--- src/rtl/core/vtf_pkg.sv ---
// Shared constants, codes and types of the port VLAN tag filter.
`timescale 1ns / 1ps
package vtf_pkg;

  localparam int unsigned NumPorts     = 32;
  localparam int unsigned MaxVlan      = 4095;
  localparam int unsigned BitmapWord   = 64;
  localparam int unsigned VidW         = 12;
  localparam int unsigned PortW        = 5;
  localparam int unsigned CountW       = 13;
  localparam int unsigned VidSpace     = 1 << VidW;
  localparam int unsigned WordsPerPort = (VidSpace + BitmapWord - 1) / BitmapWord;
  localparam int unsigned BitIdxW      = $clog2(BitmapWord);
  localparam int unsigned WordIdxW     = $clog2(WordsPerPort);
  localparam int unsigned PortIdxW     = $clog2(NumPorts);
  localparam int unsigned RamDepth     = NumPorts * WordsPerPort;
  localparam int unsigned RamAddrW     = PortIdxW + WordIdxW;

  localparam logic [2:0] OP_CONFIG  = 3'd0;
  localparam logic [2:0] OP_ADD     = 3'd1;
  localparam logic [2:0] OP_REMOVE  = 3'd2;
  localparam logic [2:0] OP_INGRESS = 3'd3;
  localparam logic [2:0] OP_EGRESS  = 3'd4;
  localparam logic [2:0] OP_QUERY   = 3'd5;

  localparam logic [1:0] KIND_ACCESS = 2'd0;
  localparam logic [1:0] KIND_TRUNK  = 2'd1;
  localparam logic [1:0] KIND_NATIVE = 2'd2;

  localparam logic [2:0] STAT_OK        = 3'd0;
  localparam logic [2:0] STAT_UNCONF    = 3'd1;
  localparam logic [2:0] STAT_INVALID   = 3'd2;
  localparam logic [2:0] STAT_NOT_TRUNK = 3'd3;
  localparam logic [2:0] STAT_MISMATCH  = 3'd4;
  localparam logic [2:0] STAT_UNTAGGED  = 3'd5;

  localparam logic [1:0] ACT_NONE = 2'd0;
  localparam logic [1:0] ACT_PUSH = 2'd1;
  localparam logic [1:0] ACT_POP  = 2'd2;

  typedef struct packed {
    logic [2:0]      operation;
    logic [PortW-1:0] port;
    logic [1:0]      port_type;
    logic [VidW-1:0] vlan;
    logic            tagged_req;
    logic [VidW-1:0] tag_vid;
  } req_t;

  typedef struct packed {
    logic            ok;
    logic [VidW-1:0] vlan_out;
    logic [1:0]      tag_action;
    logic [2:0]      status;
  } rsp_t;

  typedef enum logic [1:0] {
    S_IDLE,
    S_DECIDE,
    S_CLEAR,
    S_FINISH
  } state_e;

  typedef struct packed {
    logic capture;
    logic clear_start;
    logic clear_step;
    logic load_out;
  } cmd_t;

  typedef struct packed {
    logic cfg_write;
    logic out_free;
    logic clear_last;
  } sts_t;

  function automatic logic vid_valid(input logic [VidW-1:0] v);
    return (v != '0) && (32'(v) <= MaxVlan);
  endfunction

endpackage

--- src/rtl/core/vtf_ctrl.sv ---
// Sequencing state machine of the port VLAN tag filter.
`timescale 1ns / 1ps
module vtf_ctrl import vtf_pkg::*; (
  input  logic   clk_i,
  input  logic   rst_ni,
  input  logic   in_valid_i,
  output logic   in_ready_o,
  input  sts_t   sts_i,
  output cmd_t   cmd_o,
  output state_e state_o
);

  state_e state_q, state_d;

  always_ff @(posedge clk_i or negedge rst_ni) begin
    if (!rst_ni) begin
      state_q <= S_IDLE;
    end else begin
      state_q <= state_d;
    end
  end

  always_comb begin
    state_d = state_q;
    unique case (state_q)
      S_IDLE: begin
        if (in_valid_i) state_d = S_DECIDE;
      end
      S_DECIDE: begin
        if (sts_i.cfg_write) state_d = S_CLEAR;
        else if (sts_i.out_free) state_d = S_IDLE;
      end
      S_CLEAR: begin
        if (sts_i.clear_last) state_d = S_FINISH;
      end
      S_FINISH: begin
        if (sts_i.out_free) state_d = S_IDLE;
      end
      default: state_d = S_IDLE;
    endcase
  end

  always_comb begin
    in_ready_o = 1'b0;
    cmd_o      = '0;
    unique case (state_q)
      S_IDLE: begin
        in_ready_o    = 1'b1;
        cmd_o.capture = in_valid_i;
      end
      S_DECIDE: begin
        cmd_o.clear_start = sts_i.cfg_write;
        cmd_o.load_out    = !sts_i.cfg_write && sts_i.out_free;
      end
      S_CLEAR: begin
        cmd_o.clear_step = 1'b1;
      end
      S_FINISH: begin
        cmd_o.load_out = sts_i.out_free;
      end
      default: begin
        in_ready_o = 1'b0;
      end
    endcase
  end

  assign state_o = state_q;

endmodule

--- config.mk ---
export PLATFORM = sky130hd
export DESIGN_NAME = vtf_ctrl
export DESIGN_NICKNAME = d
export VERILOG_FILES = /design/src/rtl/core/vtf_pkg.sv /design/src/rtl/core/vtf_ctrl.sv
export SDC_FILE = /design/constraint.sdc
export NUM_CORES = 1
export LEC_CHECK = 0
export BUFFER_PORTS_ARGS = -buffer_cell sky130_fd_sc_hd__buf_2
export CAP_MARGIN = 15
export CELL_PAD_IN_SITES_DETAIL_PLACEMENT = 0
export CELL_PAD_IN_SITES_GLOBAL_PLACEMENT = 2
export CORE_AREA = 2 2 39 41
export CTS_CLUSTER_SIZE = 28
export DETAILED_ROUTE_END_ITERATION = 10
export DIE_AREA = 0 0 41 43
export GPL_TIMING_DRIVEN = 0
export MAX_ROUTING_LAYER = met4
export PLACE_DENSITY_LB_ADDON = 0.1
export SYNTH_ARGS = -nofsm -noshare
export SYNTH_HDL_FRONTEND = slang
export SYNTH_SLANG_ARGS = --single-unit
--- constraint.sdc ---
create_clock -name clk_i -period 1.3 [get_ports clk_i]
set_clock_uncertainty 0.1 [all_clocks]
set_input_delay 0.13 -clock clk_i [delete_from_list [all_inputs] [get_ports clk_i]]
set_output_delay 0.13 -clock clk_i [all_outputs]
set_load 0.1 [all_outputs]
* Word level (Yosys, flattened, before mapping)
Cells that the tools add are included.
** Storage, ports and cells
- Flip-flop bits (word level) :: 2
- Output and inout bits :: 7
- Memories kept :: 0
- Memory bits (read-only) :: 0
- Latch bits :: 0
- RAM bits :: 0
** Cells by class
- Order comparisons :: 0
- Eq/ne operators :: 5
- Shifts and indexed selects :: 0
- Reduce and logical (&&, ||, !) cells :: 4
- Muxes and demuxes :: 10
- Add/sub/neg operators :: 0
- Bitwise operators :: 0
- Div/mod/pow operators :: 0
- Multipliers :: 0
** Operator list (number)
- 2-bit two-way mux :: 4
- 2-bit one-hot mux with 4 select lines :: 1
- 2-bit == test, second input constant :: 2
- 1-bit two-way mux :: 4
- 2-bit != test, second input constant :: 2
- 2-bit by 1-bit == test with 1-bit output, second input constant :: 1
- 2-bit logical NOT :: 1
- 1-bit one-hot mux with 2 select lines :: 1
- 2-bit AND reduction :: 1
- 1-bit logical AND :: 1
- 1-bit logical NOT :: 1

* Longest topological paths before layout
- Depth in word-level cells :: 3
- Mapped depth :: 3
- Depth with buffers taken out :: 3

* Worst setup path before layout
Ideal clock, no wire load.
- Path kind :: flip-flop to output port
- From :: reg state_q[0], in the netlist state_o[0]
- To :: out cmd_o[3] (netlist bit)
- Stages on the path, launching flop included :: 3
- Slack :: -2.058 ns
- Required time :: 1.070 ns
- Arrival time :: 3.128 ns
- Cell sequence :: dfrtp_1 > nor2_1 > and2_1
** RTL lines
- start, declared :: RTL line vtf_ctrl.sv:13 : state_e state_q, state_d;
- start signal, assigned :: RTL line vtf_ctrl.sv:19 : state_q <= state_d;
- end, declared :: RTL line vtf_ctrl.sv:9 : output cmd_t cmd_o,

==> impl_metrics.json <==
{
  "timing.final.crit_share": 1.07,
  "worstSetupStartpointType": "register",
  "drt-initial-drc-count": 0,
  "slew_headroom": 0.678,
  "hp-class": "in2reg",
  "synth_nets": 20,
  "dr.pass1.iters": 1,
  "num-fill-cells": 157,
  "grt_start_max_net_pins": 8,
  "clkLatencyLatePin_ps": 220,
  "violations": "setup timing",
  "n_antenna_cell": 0,
  "rows": 14,
  "hold_depth": 3,
  "ioPinCount": 13,
  "fin_util": 0.260,
  "placed_cells": 42,
  "drt-total-wl_um": 389,
  "clock_path_buffers": 2,
  "vias": 162,
  "maxSlewViolCount": 0,
  "r2r_slack_ps": 230,
  "die_area_um2": 1760,
  "grt_pass1_wl_um": 676,
  "status": "finished, violations left",
  "cts_buffers": 3,
  "rsz0062_at_grt": "yes",
  "cp_data_required_time_ps": 1070,
  "grt.overflow.total": 0,
  "track_usage": 0.0627,
  "mostFrequentLayoutCell": "buf_2",
  "synth-seq-cells": 2,
  "wl_per_cell_um": 8.10,
  "ys_warn_count": 0,
  "post_drt_via_cell_ratio": 3.38,
  "hold_viol": 0,
  "setup_violations": 7,
  "fp.coreArea_um2": 1380,
  "synth.yosys.seq_area_share": 0.460,
  "root_buffer": "clkbuf_4",
  "worst_slack_ps": -88.7,
  "final_antenna_net_count": 0,
  "yosysUniqueCellTypes": 9,
  "stdcell_count": 48,
  "drive_gt1_frac": 0.844,
  "grt_pass1_vias": 180,
  "final_area_um2": 360,
  "numClockSinks": 2,
  "clk_pin_slew_ps": 30,
  "drc": 0,
  "cp_cell_sequence": "nor2_4 > and2_4 > buf_12",
  "max-cap-violations": 0,
  "io_buffers": 12,
  "syn_area_um2": 109,
  "synth_cells": 14,
  "final_nets": 40,
  "synth.avg_cell_area_um2": 7.78,
  "place_area_um2": 233,
  "min_period_ps": 1390,
  "antenna_found_initial": 0,
  "path_class": "reg2out",
  "endpoint_kind": "output port",
  "dieHeight_um": 43,
  "final_cell_mix": "buf_2 (7), buf_12 (5), nor2_4 (3), clkbuf_4 (3)",
  "die_x_um": 41,
  "crit_fanout": 5,
  "htree_levels": 1,
  "start_util": 0.0787,
  "reg2reg_depth": 3,
  "syn_to_final_growth_pct": 231,
  "crit_path_top_delay_cell": "dfrtp_4",
  "cpPeakStageDelay_ps": 510,
  "worstPathArrival_ps": 1160,
  "cts_tree": "yes",
  "synth_top_area_share": 0.460,
  "gp_congestion": 0.550,
  "yosys-top-cells-area": "dfrtp_1 (46%), nor2_1 (10%), a21oi_1 (9.2%)",
  "tns_ps": -373,
  "yosys.area.top_type": "dfrtp_1",
  "largest_reg_flops": 2,
  "fmax_ghz": 0.720,
  "worstMarginPinSlew_ps": 487
}
[layer usage]
layer,vias to the layer above,share of wire,GRT usage
li1,83,-,-
met1,72,0.45,0.0737
met2,7,0.49,0.0719
met3,0,0.062,0.0157
met4,0,0,0.0800
met5,-,0,-
[path summary, 6_finish.rpt]
path,to,startpoint
setup / recovery,cmd_o[3],state_o[1]
hold / removal,state_o[0],sts_i[0]
setup reg to reg,state_o[0],state_o[1]
hold reg to reg,state_o[1],state_o[1]
max in group asynchronous,state_o[1],rst_ni
min in group asynchronous,state_o[0],rst_ni
[critical path, delay by kind of cell (launching register included)]
family / cells / cell delay (ps)
flops: 1 / 510
simple gates: 2 / 270
buf+inv: 1 / 160
[cells in the mapped netlist]
master	n
and2_1	1
nor2_1	3
o21ai_0	1
o31ai_1	1
dfrtp_1	2
a21oi_1	2
a21o_1	1
inv_2	1
nand2_1	2
[cell type report]
cell class,count,area [um^2],area share
Clock buffer,3,22.5,0.0625
Inverter,1,3.75,0.0104
Multi-Input combinational cell,11,96.3,0.267
Sequential cell,2,57.6,0.160
Tap cell,16,20.0,0.0556
Timing Repair Buffer,15,160,0.444
[metrics by stage]
stage / hold slack [ps] / setup WS [ps]
5_1_grt: 113 / -149
6_report: 101 / -88.7
3_3_place_gp: -184 / -94.7
3_5_place_dp: -184 / -95.7
2_1_floorplan: -266 / -574
4_1_cts: 106 / -106
[repair_timing]
action | 4_1_cts | 5_1_grt
endpoints found under the setup margin | 7 | 7
pin swaps | 2 | 0
buffers inserted | 1 | 1
gates resized for setup | 21 | 1
hold buffers | 1 | 0
endpoints found under the hold margin | 2 | 0
[cell families after synthesis]
group                  share of synthesized area
AND/OR/NAND/NOR                            0.230
buffers and inverters                     0.0344
AO/OA/AOI/OAI                              0.276
flip-flops                                 0.460
Power is not shown: default switching activity piles up to over one toggle a cycle in this logic, so the estimate is an artifact.
